[config.mk]
export PLATFORM = sky130hd
export DESIGN_NAME = hybrid_packet_deframer
export DESIGN_NICKNAME = d
export VERILOG_FILES = /design/src/rtl/core/hpd_pkg.sv /design/src/rtl/core/hybrid_packet_deframer.sv /design/src/rtl/core/hpd_step.sv
export SDC_FILE = /design/constraint.sdc
export NUM_CORES = 1
export LEC_CHECK = 0
export BUFFER_PORTS_ARGS = -buffer_cell sky130_fd_sc_hd__buf_4
export CAP_MARGIN = 25
export CORE_MARGIN = 2
export CORE_UTILIZATION = 45
export DETAILED_ROUTE_END_ITERATION = 10
export GPL_ROUTABILITY_DRIVEN = 0
export PLACE_DENSITY = 0.68
export SYNTH_ARGS = -nofsm -noshare
export SYNTH_HDL_FRONTEND = slang
export SYNTH_HIERARCHICAL = 1
export SYNTH_SLANG_ARGS = --single-unit
[constraint.sdc]
create_clock -name clk -period 4.1 [get_ports clk]
set_clock_uncertainty 0.1 [all_clocks]
set_input_delay 0.615 -clock clk [delete_from_list [all_inputs] [get_ports clk]]
set_output_delay 0.615 -clock clk [all_outputs]
set_load 0.05 [all_outputs]
[src/rtl/core/hpd_pkg.sv]
// Shared types and constants for the hybrid packet deframer.
// No dependencies; used by hpd_step and hybrid_packet_deframer.
package hpd_pkg;

  localparam int unsigned HDR_BYTES    = 14;
  localparam logic [15:0] TYPE_END_GRP = 16'h4547;  // "EG"

  // Byte classes reported on the result channel
  localparam logic [2:0] KIND_HEADER = 3'd0;
  localparam logic [2:0] KIND_JLEN   = 3'd1;
  localparam logic [2:0] KIND_JSON   = 3'd2;
  localparam logic [2:0] KIND_BIN    = 3'd3;
  localparam logic [2:0] KIND_REJ    = 3'd4;

  typedef enum logic [4:0] {
    PH_HEADER = 5'b00001,
    PH_JLEN   = 5'b00010,
    PH_JSON   = 5'b00100,
    PH_BIN    = 5'b01000,
    PH_REJ    = 5'b10000
  } phase_t;

  typedef struct packed {
    phase_t      phase;
    logic [31:0] byte_count;
    logic [31:0] grp_num;
    logic [31:0] tgt_num;
    logic [15:0] pkt_type;
    logic [31:0] pay_len;
    logic [31:0] meta_len;
    logic        error;
  } dfr_state_t;

  typedef struct packed {
    logic [2:0]  byte_kind;
    logic [7:0]  data;
    logic [31:0] grp_num;
    logic [31:0] tgt_num;
    logic [15:0] pkt_type;
    logic [31:0] pay_len;
    logic [31:0] meta_len;
    logic        status;
    logic        last;
    logic        end_of_group;
  } dfr_result_t;

endpackage

[src/rtl/core/hybrid_packet_deframer.sv]
// Top level of the hybrid packet deframer: skid stage, deframing step, result register.
// Depends on hpd_pkg and hpd_step.
//
// Usage:
//   Input channel: one stream byte per beat on in_byte, handshake in_valid/in_stall.
//   Result channel: one result beat per input beat, handshake out_valid/out_stall.
//   Each packet is a 14-byte header (group id, target id, two type characters,
//   payload length, all big-endian) and a payload of a 4-byte json length, json
//   bytes and binary bytes. Every beat carries the byte class and the header
//   registers as they stand after that byte; the last byte of a packet raises
//   out_packet_last with the status, and out_end_of_group for a good "EG" packet.
// Flow and throughput:
//   A byte accepted while the result register is free is presented on the result
//   channel after that edge. One byte per cycle is sustained while out_stall is low;
//   the step into the result register is an increment plus one 33-bit add and compare.
// Stall:
//   While the result register is stalled, one more byte parks in the skid register;
//   in_stall is then raised straight from that register and drops once the skid byte
//   moves into the result register.
// Reset:
//   rst_n low clears all deframing state (header phase, count zero, fields zero)
//   and empties both the skid and the result register.
module hybrid_packet_deframer (
  input  logic        clk,
  input  logic        rst_n,
  input  logic        in_valid,
  output logic        in_stall,
  input  logic [7:0]  in_byte,
  output logic        out_valid,
  input  logic        out_stall,
  output logic [2:0]  out_byte_kind,
  output logic [7:0]  out_byte,
  output logic [31:0] out_group_id,
  output logic [31:0] out_target_id,
  output logic [15:0] out_packet_type,
  output logic [31:0] out_payload_length,
  output logic [31:0] out_json_length,
  output logic        out_packet_status,
  output logic        out_packet_last,
  output logic        out_end_of_group
);

  hpd_pkg::dfr_state_t  st_r;
  hpd_pkg::dfr_state_t  st_nxt;
  hpd_pkg::dfr_result_t res;
  hpd_pkg::dfr_result_t res_r;

  logic       skid_valid_r;
  logic [7:0] skid_byte_r;
  logic       out_valid_r;

  logic       in_accept;
  logic       out_free;
  logic       proc_en;
  logic [7:0] proc_byte;

  // the input side only looks at the skid register
  assign in_stall  = skid_valid_r;
  assign in_accept = in_valid && !skid_valid_r;

  // the result register can take a new beat when empty or draining this cycle
  assign out_free  = !out_valid_r || !out_stall;

  // the skid byte is older than anything on the input, so process it first
  assign proc_en   = out_free && (skid_valid_r || in_accept);
  assign proc_byte = skid_valid_r ? skid_byte_r : in_byte;

  hpd_step u_step (
    .st     (st_r),
    .data   (proc_byte),
    .st_nxt (st_nxt),
    .res    (res)
  );

  // deframing state: advance once per processed byte
  always_ff @(posedge clk) begin
    if (!rst_n) begin
      st_r.phase      <= hpd_pkg::PH_HEADER;
      st_r.byte_count <= '0;
      st_r.grp_num    <= '0;
      st_r.tgt_num    <= '0;
      st_r.pkt_type   <= '0;
      st_r.pay_len    <= '0;
      st_r.meta_len   <= '0;
      st_r.error      <= 1'b0;
    end else if (proc_en) begin
      st_r <= st_nxt;
    end
  end

  // skid control: park a byte that arrives while the result register is stuck
  always_ff @(posedge clk) begin
    if (!rst_n) begin
      skid_valid_r <= 1'b0;
      out_valid_r  <= 1'b0;
    end else begin
      if (in_accept && !out_free) begin
        skid_valid_r <= 1'b1;
      end else if (skid_valid_r && out_free) begin
        skid_valid_r <= 1'b0;
      end
      if (proc_en) begin
        out_valid_r <= 1'b1;
      end else if (!out_stall) begin
        out_valid_r <= 1'b0;
      end
    end
  end

  // payload registers: hold while stalled
  always_ff @(posedge clk) begin
    if (in_accept && !out_free) begin
      skid_byte_r <= in_byte;
    end
    if (proc_en) begin
      res_r <= res;
    end
  end

  assign out_valid          = out_valid_r;
  assign out_byte_kind      = res_r.byte_kind;
  assign out_byte           = res_r.data;
  assign out_group_id       = res_r.grp_num;
  assign out_target_id      = res_r.tgt_num;
  assign out_packet_type    = res_r.pkt_type;
  assign out_payload_length = res_r.pay_len;
  assign out_json_length    = res_r.meta_len;
  assign out_packet_status  = res_r.status;
  assign out_packet_last    = res_r.last;
  assign out_end_of_group   = res_r.end_of_group;

`ifndef SYNTHESIS
  // a parked byte always sits behind a held result
  a_skid_behind_result: assert property (@(posedge clk) disable iff (!rst_n)
    skid_valid_r |-> out_valid_r)
    else $error("skid byte held without a pending result");

  // the header byte counter never runs past the header
  a_header_count: assert property (@(posedge clk) disable iff (!rst_n)
    (st_r.phase == hpd_pkg::PH_HEADER) |-> (st_r.byte_count < 32'(hpd_pkg::HDR_BYTES)))
    else $error("header byte count out of range");

  // the last byte of a packet returns the deframer to the header phase
  a_last_rewinds: assert property (@(posedge clk) disable iff (!rst_n)
    (proc_en && res.last) |=>
      (st_r.phase == hpd_pkg::PH_HEADER) && (st_r.byte_count == 32'd0))
    else $error("packet end did not return to header phase");
`endif

endmodule

[src/rtl/core/hpd_step.sv]
// Per-byte deframing step: next state and result beat from current state and byte.
// Depends on hpd_pkg.
module hpd_step (
  input  hpd_pkg::dfr_state_t  st,
  input  logic [7:0]           data,
  output hpd_pkg::dfr_state_t  st_nxt,
  output hpd_pkg::dfr_result_t res
);

  logic [31:0] cnt_inc;
  logic [31:0] jlen_new;
  logic [2:0]  kind;
  logic        last;

  always_comb begin
    st_nxt   = st;
    kind     = hpd_pkg::KIND_HEADER;
    last     = 1'b0;
    cnt_inc  = st.byte_count + 32'd1;
    jlen_new = {st.meta_len[23:0], data};

    if (st.phase == hpd_pkg::PH_HEADER) begin
      // first header byte opens a new packet: clear everything
      if (st.byte_count == 32'd0) begin
        st_nxt.grp_num  = '0;
        st_nxt.tgt_num  = '0;
        st_nxt.pkt_type = '0;
        st_nxt.pay_len  = '0;
        st_nxt.meta_len = '0;
        st_nxt.error    = 1'b0;
      end
      if (st.byte_count < 32'd4) begin
        st_nxt.grp_num = {st_nxt.grp_num[23:0], data};
      end else if (st.byte_count < 32'd8) begin
        st_nxt.tgt_num = {st_nxt.tgt_num[23:0], data};
      end else if (st.byte_count < 32'd10) begin
        st_nxt.pkt_type = {st_nxt.pkt_type[7:0], data};
      end else begin
        st_nxt.pay_len = {st_nxt.pay_len[23:0], data};
      end
      st_nxt.byte_count = cnt_inc;
      if (cnt_inc >= 32'(hpd_pkg::HDR_BYTES)) begin
        st_nxt.byte_count = '0;
        if (st_nxt.pay_len < 32'd4) begin
          st_nxt.error = 1'b1;
        end
        if (st_nxt.pay_len == 32'd0) begin
          last = 1'b1;
        end else if (st_nxt.pay_len < 32'd4) begin
          st_nxt.phase = hpd_pkg::PH_REJ;
        end else begin
          st_nxt.phase = hpd_pkg::PH_JLEN;
        end
      end
    end else begin
      st_nxt.byte_count = cnt_inc;
      unique case (st.phase)
        hpd_pkg::PH_JLEN: begin
          kind            = hpd_pkg::KIND_JLEN;
          st_nxt.meta_len = jlen_new;
          if (cnt_inc == 32'd4) begin
            // compare in 33 bits so the +4 cannot wrap
            if (({1'b0, jlen_new} + 33'd4) > {1'b0, st.pay_len}) begin
              st_nxt.error = 1'b1;
              st_nxt.phase = hpd_pkg::PH_REJ;
            end else if (jlen_new == 32'd0) begin
              st_nxt.phase = hpd_pkg::PH_BIN;
            end else begin
              st_nxt.phase = hpd_pkg::PH_JSON;
            end
          end
        end
        hpd_pkg::PH_JSON: begin
          kind = hpd_pkg::KIND_JSON;
          if ({1'b0, cnt_inc} == ({1'b0, st.meta_len} + 33'd4)) begin
            st_nxt.phase = hpd_pkg::PH_BIN;
          end
        end
        hpd_pkg::PH_BIN: begin
          kind = hpd_pkg::KIND_BIN;
        end
        default: begin
          kind = hpd_pkg::KIND_REJ;
        end
      endcase
      if (cnt_inc >= st.pay_len) begin
        last = 1'b1;
      end
    end

    res.byte_kind    = kind;
    res.data         = data;
    res.grp_num      = st_nxt.grp_num;
    res.tgt_num      = st_nxt.tgt_num;
    res.pkt_type     = st_nxt.pkt_type;
    res.pay_len      = st_nxt.pay_len;
    res.meta_len     = st_nxt.meta_len;
    res.status       = st_nxt.error;
    res.last         = last;
    res.end_of_group = last && !st_nxt.error && (st_nxt.pkt_type == hpd_pkg::TYPE_END_GRP);

    // end of packet: return to header
    if (last) begin
      st_nxt.phase      = hpd_pkg::PH_HEADER;
      st_nxt.byte_count = '0;
    end
  end

endmodule

==> results of run 1 <==
## through the flow
step	cells	power [mW]
after floorplan	2226	4.60
after global placement	2863	4.86
after detailed placement	2864	4.86
after CTS	2936	8.26
after global routing	2949	8.47
final	2949	8.20
## worst reg2reg max path, delay by kind of cell (launching register included)
kind	cells	cell delay [ns]
multiplexers	2	0.40
AND/OR/NAND/NOR	10	1.79
XOR/XNOR	1	0.10
adder cells (fa/ha/maj)	2	0.45
buffers and inverters	1	0.17
flip-flops	1	0.38
AO/OA/AOI/OAI	4	0.62
## repair_timing
item | in CTS | in global routing
hold buffers | 0 | 0
endpoints found under the setup margin | 34 | 41
buffers inserted | 4 | 12
gates resized for setup | 22 | 60
pin swaps | 8 | 41
gates cloned | 0 | 1
## where the power goes
part           switching (mW)  total [mW]  internal (mW)  leakage [nW]
Clock                    1.39        3.39           1.99         0.603
Combinational           0.712        1.00          0.291          5.97
Sequential             0.0458        3.81           3.76          3.16
Total                    2.15        8.20           6.05          9.73
## path summary, 6_finish.rpt
kind                            startpoint  slack [ns]              to
worst min-delay path            in_byte[2]        0.16  skid_byte_r[2]
worst min register to register   st_r[140]        0.36       st_r[140]
worst max register to register    in_stall        0.02       st_r[179]
worst max-delay path              in_stall        0.02       st_r[179]
## registers in the layout (all words and copies together), names as in the netlist, 3 cells and up
name and flops:
out_json_length 32, out_byte 8, out_group_id 32, out_byte_kind 3, out_packet_type 16, out_target_id 32
skid_byte_r 8, out_payload_length 32, st_r 182
## cells in the final DEF (no fill, tap or decap), types with 7 or more instances in the layout
cell	synthesis	layout
nor3_1	32	26
o211ai_1	7	7
and2_1	13	12
a22o_1	95	95
a21o_1	30	30
nor2_1	76	67
buf_12	10	7
nor4_1	38	35
a31oi_1	8	7
mux2_2	16	10
mux2i_1	184	184
nand4_1	45	45
nor2b_1	9	9
and3_1	18	15
xor2_1	26	25
buf_4	162	350
and4_1	10	10
nand2_1	503	500
inv_1	72	70
nand3_1	42	38
dfxtp_1	184	174
or3_1	11	8
clkbuf_1	92	9
nor3b_1	7	7
clkbuf_16	0	40
edfxtp_1	166	166
o21ai_0	34	30
a21boi_0	7	7
a21oi_1	56	53
dfxtp_2	0	9
xnor2_1	68	64
ha_1	72	69
## routing by layer
layer	up-vias	global-route usage, %	share of wire, %
met5	-	0	0
met4	0	10.5	4.3
met3	156	3.12	6.8
met2	695	38.9	47
met1	8124	31.1	42
li1	7836	-	-
## cells by family (layout without fill, tap and decap cells)
logic type / Yosys count / after routing
muxes: 201 / 201
AOI/OAI and AO/OA: 281 / 281
buffers and inverters: 380 / 503
DFF: 350 / 350
and+or+nand+nor: 844 / 844
adders and majority gates: 72 / 72
xor gates and xnor gates: 98 / 98
## layout make-up
cell class | instances | area (sq um)
Clock buffer | 51 | 1050
Timing Repair Buffer | 363 | 2850
Clock inverter | 17 | 168
Sequential cell | 350 | 8680
Inverter | 72 | 270
Fill cell | 4015 | 21400
Tap cell | 600 | 751
Multi-Input combinational cell | 1496 | 10200
==> results.md, run 1 <==
* Cell area after placement at 22200 sq um
* Worst endpoint data arrival time at 4.45 ns
* Post-synthesis instance area at 20700 sq um
* Buffer levels on the longest clock path at 3
* Fraction of layout instances using a drive strength above 1 at approximately 22%
* CTS H-tree lvls at 2
* Number of hold violations in the final report at 0
* Area share of xor/xnor cells in the synthesized design at 4.35%
* Max-slew violation count at 0
* Slowest library cell on the worst path: nor4_2
* Longest individual stage delay on the worst path at 0.41 ns
* Achievable Freq at 245 MHz
* Most frequently used flop master after synthesis: dfxtp_1
* Hold Path Stages at 1
* Max Cap Violations at 0
* IO buf count at 171
* Transition at the pin with the smallest max-transition slack at 0.973 ns
* Critical path's top delay family: simple AND/OR/NAND/NOR gates
* Largest cells by area after synthesis: edfxtp_1, dfxtp_1, nand2_1
* Number of global-route vias before repair at about 16000
* Class of the tightest hold or removal check: in -> reg
* Multiplexer share of the synthesized area at 9.81%
* Number of buffers inserted during clock tree synthesis at 37
* Cell with the most instances after synthesis: nand2_1
* Number of flip-flops and latches in the synthesized netlist at 350
* Initial cell density of the core at 45.7%
* Leakage power figure at 9.73 nW
* CP Data Required Time at 4.48 ns
* Detailed-route via count at roughly 17000
* Largest net degree at the start of global routing at 146
* IO Count at about 170
* Sequential element share of the synthesized area at 41.8%
* Overall die area at 47800 sq um
* Synth Instances at ~2200
* Area share of the largest cell type after synthesis at 24.0%
* Maximum fanout encountered on the critical timing path at 7
* Power per unit of standard cell area at 342 nW/um^2
* Setup TNS Final at 0 ns
* Std cell rows at 78
* Post-synthesis adder-cell area fraction at 4.35%
* Final Critical Period at 4.08 ns
* Antenna violations before repair at 0
* Dominant combinational cell family by area after synthesis: simple AND/OR/NAND/NOR gates
* X dimension of the die at 219 um
* Clock latency reported for the late side of the worst-skew pair at between 0.5 and 0.6 ns
* Length of the first detailed-routing pass in iterations at 10
* Syn Nets at ~2300
* Height of the die at 219 um
* Worst Setup Slack post-DPL at -0.534 ns
* Total Routing Usage GR at roughly a quarter
* Clk root buf: clkbuf_16
* First-iteration detailed-routing DRC count at roughly 1700
* Core area at 45400 sq um
* Number of nets with antenna violations after routing at 0
* DRC violations left at 0
* CP bufs+invs at 1
* Maximum resistive drop on vdd at about 0.33 mV
* Type of origin of the critical path: flop
* Simple-gate share of the synthesized area at 18.8%
* Synth-to-layout area growth at 15.5%
* Synth async-reset ratio at 0%
* Routed wire length at 58500 um
* Ranking of synthesized cells by instance count: nand2_1, dfxtp_1, mux2i_1
* Distinct cell type count after synthesis at a little under 80
* Slew headroom at 35.1%
* # clock sinks at between 300 and 400
* Summed area of non-filler cells in the final layout at about 24000 sq um
* Crit Path Category: reg -> reg
* Post-synthesis average cell area at 9.31 sq um
* Number of synthesized flops with an enable pin at 166
* Crit share post-route at 99.4%
* Number of antenna cells inserted at 0
* Final worst setup slack at 0.0237 ns
* Run status: completed
* Global route overflow at 0
* Synth Area in Compound Gates at 9.80%
* Final setup viols at 0
* Sort of element at the end of the critical path: flop
* Wire length of the first global-routing pass at 88900 um
* Final Core Density at between 50% and 60%
* Cell accounting for the most synthesized area: edfxtp_1
* Number of cells on the worst reg-to-reg path at 20
* Unrepaired setup endpoints after global routing: yes
* Synth warnings at 6
* Worst hold slack across all endpoints at between 0.15 and 0.2 ns
* Half-perimeter wire length after detailed placement at ~42000 um
* Depth of the critical timing path with buffers and inverters included at 20
* Via-per-instance ratio at 5.70
* CTS clk-pin slew, worst paths at 0.06 ns
* CTS tree: done
* Wire per inst at 19.8 um
* Layout net count at 2404
* Series of cell instances along the critical path: mux2_4 -> ha_4 -> nand3_4 -> nor2_4 -> nand3_4 -> buf_6 -> nor3_4 -> xor2_1 -> ha_1 -> nand4_1 -> nor4_2 -> nand4_1 -> o21a_1 -> nand2_1 -> o21ai_2 -> o21bai_4 -> or3_4 -> a21oi_2 -> nand2_1 -> mux2i_1
Power figures use the tool's default switching activity.
==> run 2: changes to the inputs <==
SETUP_SLACK_MARGIN = 0.5   (was default)
==> run 2 against run 1 <==
Final area up 2.2%. Cell count increased by 0.75%. Sequential share of layout area fell by 0.71 points. Critical path depth fell by 3. Critical path type unchanged. Critical endpoint unchanged. Largest cell class unchanged. Largest power group unchanged. Highest routed layer unchanged.
==> results.md, run 2 (synthesis results as in run 1) <==
* Maximum fanout encountered on the critical timing path at 5
* Via-per-instance ratio at 5.72
* Max-slew violation count at 0
* Transition at the pin with the smallest max-transition slack at 0.922 ns
* Crit Path Category: reg -> reg
* Worst endpoint data arrival time at ~4.4 ns
* Fraction of layout instances using a drive strength above 1 at 24.2%
* Clock latency reported for the late side of the worst-skew pair at 0.56 ns
* Initial cell density of the core at 45.7%
* IO buf count at about 170
* Maximum resistive drop on vdd at 0.261 mV
* Wire length of the first global-routing pass at ~93000 um
* Layout net count at 2426
* IO Count at 172
* Antenna violations before repair at 0
* Wire per inst at 20.6 um
* Number of antenna cells inserted at 0
* Slew headroom at between 30% and 40%
* DRC violations left at 0
* Max Cap Violations at 0
* # clock sinks at 350
* Setup TNS Final at 0 ns
* Overall die area at 47800 sq um
* Sort of element at the end of the critical path: flop
* Core area at 45400 sq um
* Final Core Density at a little over half
* Height of the die at 219 um
* Buffer levels on the longest clock path at 3
* Type of origin of the critical path: flop
* Total Routing Usage GR at about a quarter
* Register name with the most flops: st_r
* Final setup viols at 0
* Largest net degree at the start of global routing at 110
* Synth-to-layout area growth at 18.1%
* Routed wire length at 61200 um
* Unrepaired setup endpoints after global routing: yes
* Number of nets with antenna violations after routing at 0
* Final worst setup slack at 0.0856 ns
* Run status: completed
* Achievable Freq at 249 MHz
* Most common library cell in the layout ignoring fill and taps: nand2_1
* CTS clk-pin slew, worst paths at ~0.060 ns
* Number of buffers inserted during clock tree synthesis at 38
* Number of global-route vias before repair at 16600
* Half-perimeter wire length after detailed placement at 43200 um
* Number of hold violations in the final report at 0
* Overall power of the completed layout at ~8.3 mW
* Commonest non-fill, non-tap cells in the layout: nand2_1, buf_4, mux2i_1, dfxtp_1, edfxtp_1
* CTS H-tree lvls at 2
* Global route overflow at 0
* First-iteration detailed-routing DRC count at 1740
* Detailed-route via count at 17000
* Final Critical Period at between 4 and 5 ns
* CTS tree: done
* Max FFs per register at 182
* X dimension of the die at 219 um
* Crit share post-route at a little over nine tenths
* Std cell rows at 78
* Class of the tightest hold or removal check: in -> reg
* Power per unit of standard cell area at 339 nW/um^2
* Clk root buf: clkbuf_16
* CP Data Required Time at 4.48 ns
* Worst Setup Slack post-DPL at -0.232 ns
* Leakage power figure at 9.91 nW
* Length of the first detailed-routing pass in iterations at 6
run 2: routing by layer:
layer  vias to the layer above  global-route usage (%)  share of wire (%)  wire (um)
li1                       7871                       -                  -          -
met1                      8193                    30.9                 40      24500
met2                       722                    42.0                 47      28900
met3                       218                    4.37                6.9       4240
met4                         0                    12.9                5.8       3560
met5                         -                       0                  0          0
run 2: path summary, 6_finish.rpt:
kind              startpoint             end  slack (ns)  depth (start not counted)
setup reg to reg    st_r[12]       st_r[179]        0.09                         17
hold reg to reg    st_r[141]       st_r[141]        0.36                          2
hold / removal    in_byte[3]  skid_byte_r[3]        0.15                          1
setup / recovery    st_r[12]       st_r[179]        0.09                         17
run 2: power breakdown:
part | total [mW] | switching (mW) | internal, mW
combinational | 1.01 | 0.715 | 0.297
clock | 3.47 | 1.41 | 2.06
sequential | 3.80 | 0.0437 | 3.76
run 2: final cells by class:
type / count / area [sq um]
Multi-Input combinational cell: 1496 / 10400
Inverter: 72 / 270
Clock buffer: 55 / 1100
Tap cell: 600 / 751
Clock inverter: 14 / 150
Timing Repair Buffer: 384 / 3100
Sequential cell: 350 / 8700
Fill cell: 3896 / 20900
run 2: stage by stage:
step / cell area, sq um / hold WS, ns / instances
finish: 24500 / 0.152 / 2971
global route: 24500 / 0.128 / 2971
CTS: 24300 / 0.123 / 2960
detailed placement: 22400 / 0.355 / 2860
global placement: 22400 / 0.343 / 2860
floorplan: 21000 / 0.331 / 2226
run 2: repair_timing:
action | in CTS | in global routing
setup buffers | 28 | 11
hold buffers | 0 | 0
cloned | 3 | 0
pin swaps | 34 | 19
gates resized for setup | 106 | 28
endpoints found under the setup margin | 41 | 41
run 2: worst max-delay path: stages, from the launching register on:
cell and delay [ns]:
dfxtp_1 0.33, and3_1 0.33, nand3_1 0.38, nor3_1 0.61, nand2_1 0.16, xnor2_1 0.22
ha_1 0.28, a21o_1 0.17, a21oi_1 0.20, nand2_1 0.08, o21a_1 0.11, nand2_1 0.08
o21ai_2 0.08, o21bai_4 0.20, or3_1 0.32, a21oi_2 0.12, nand2_1 0.05, mux2i_1 0.13
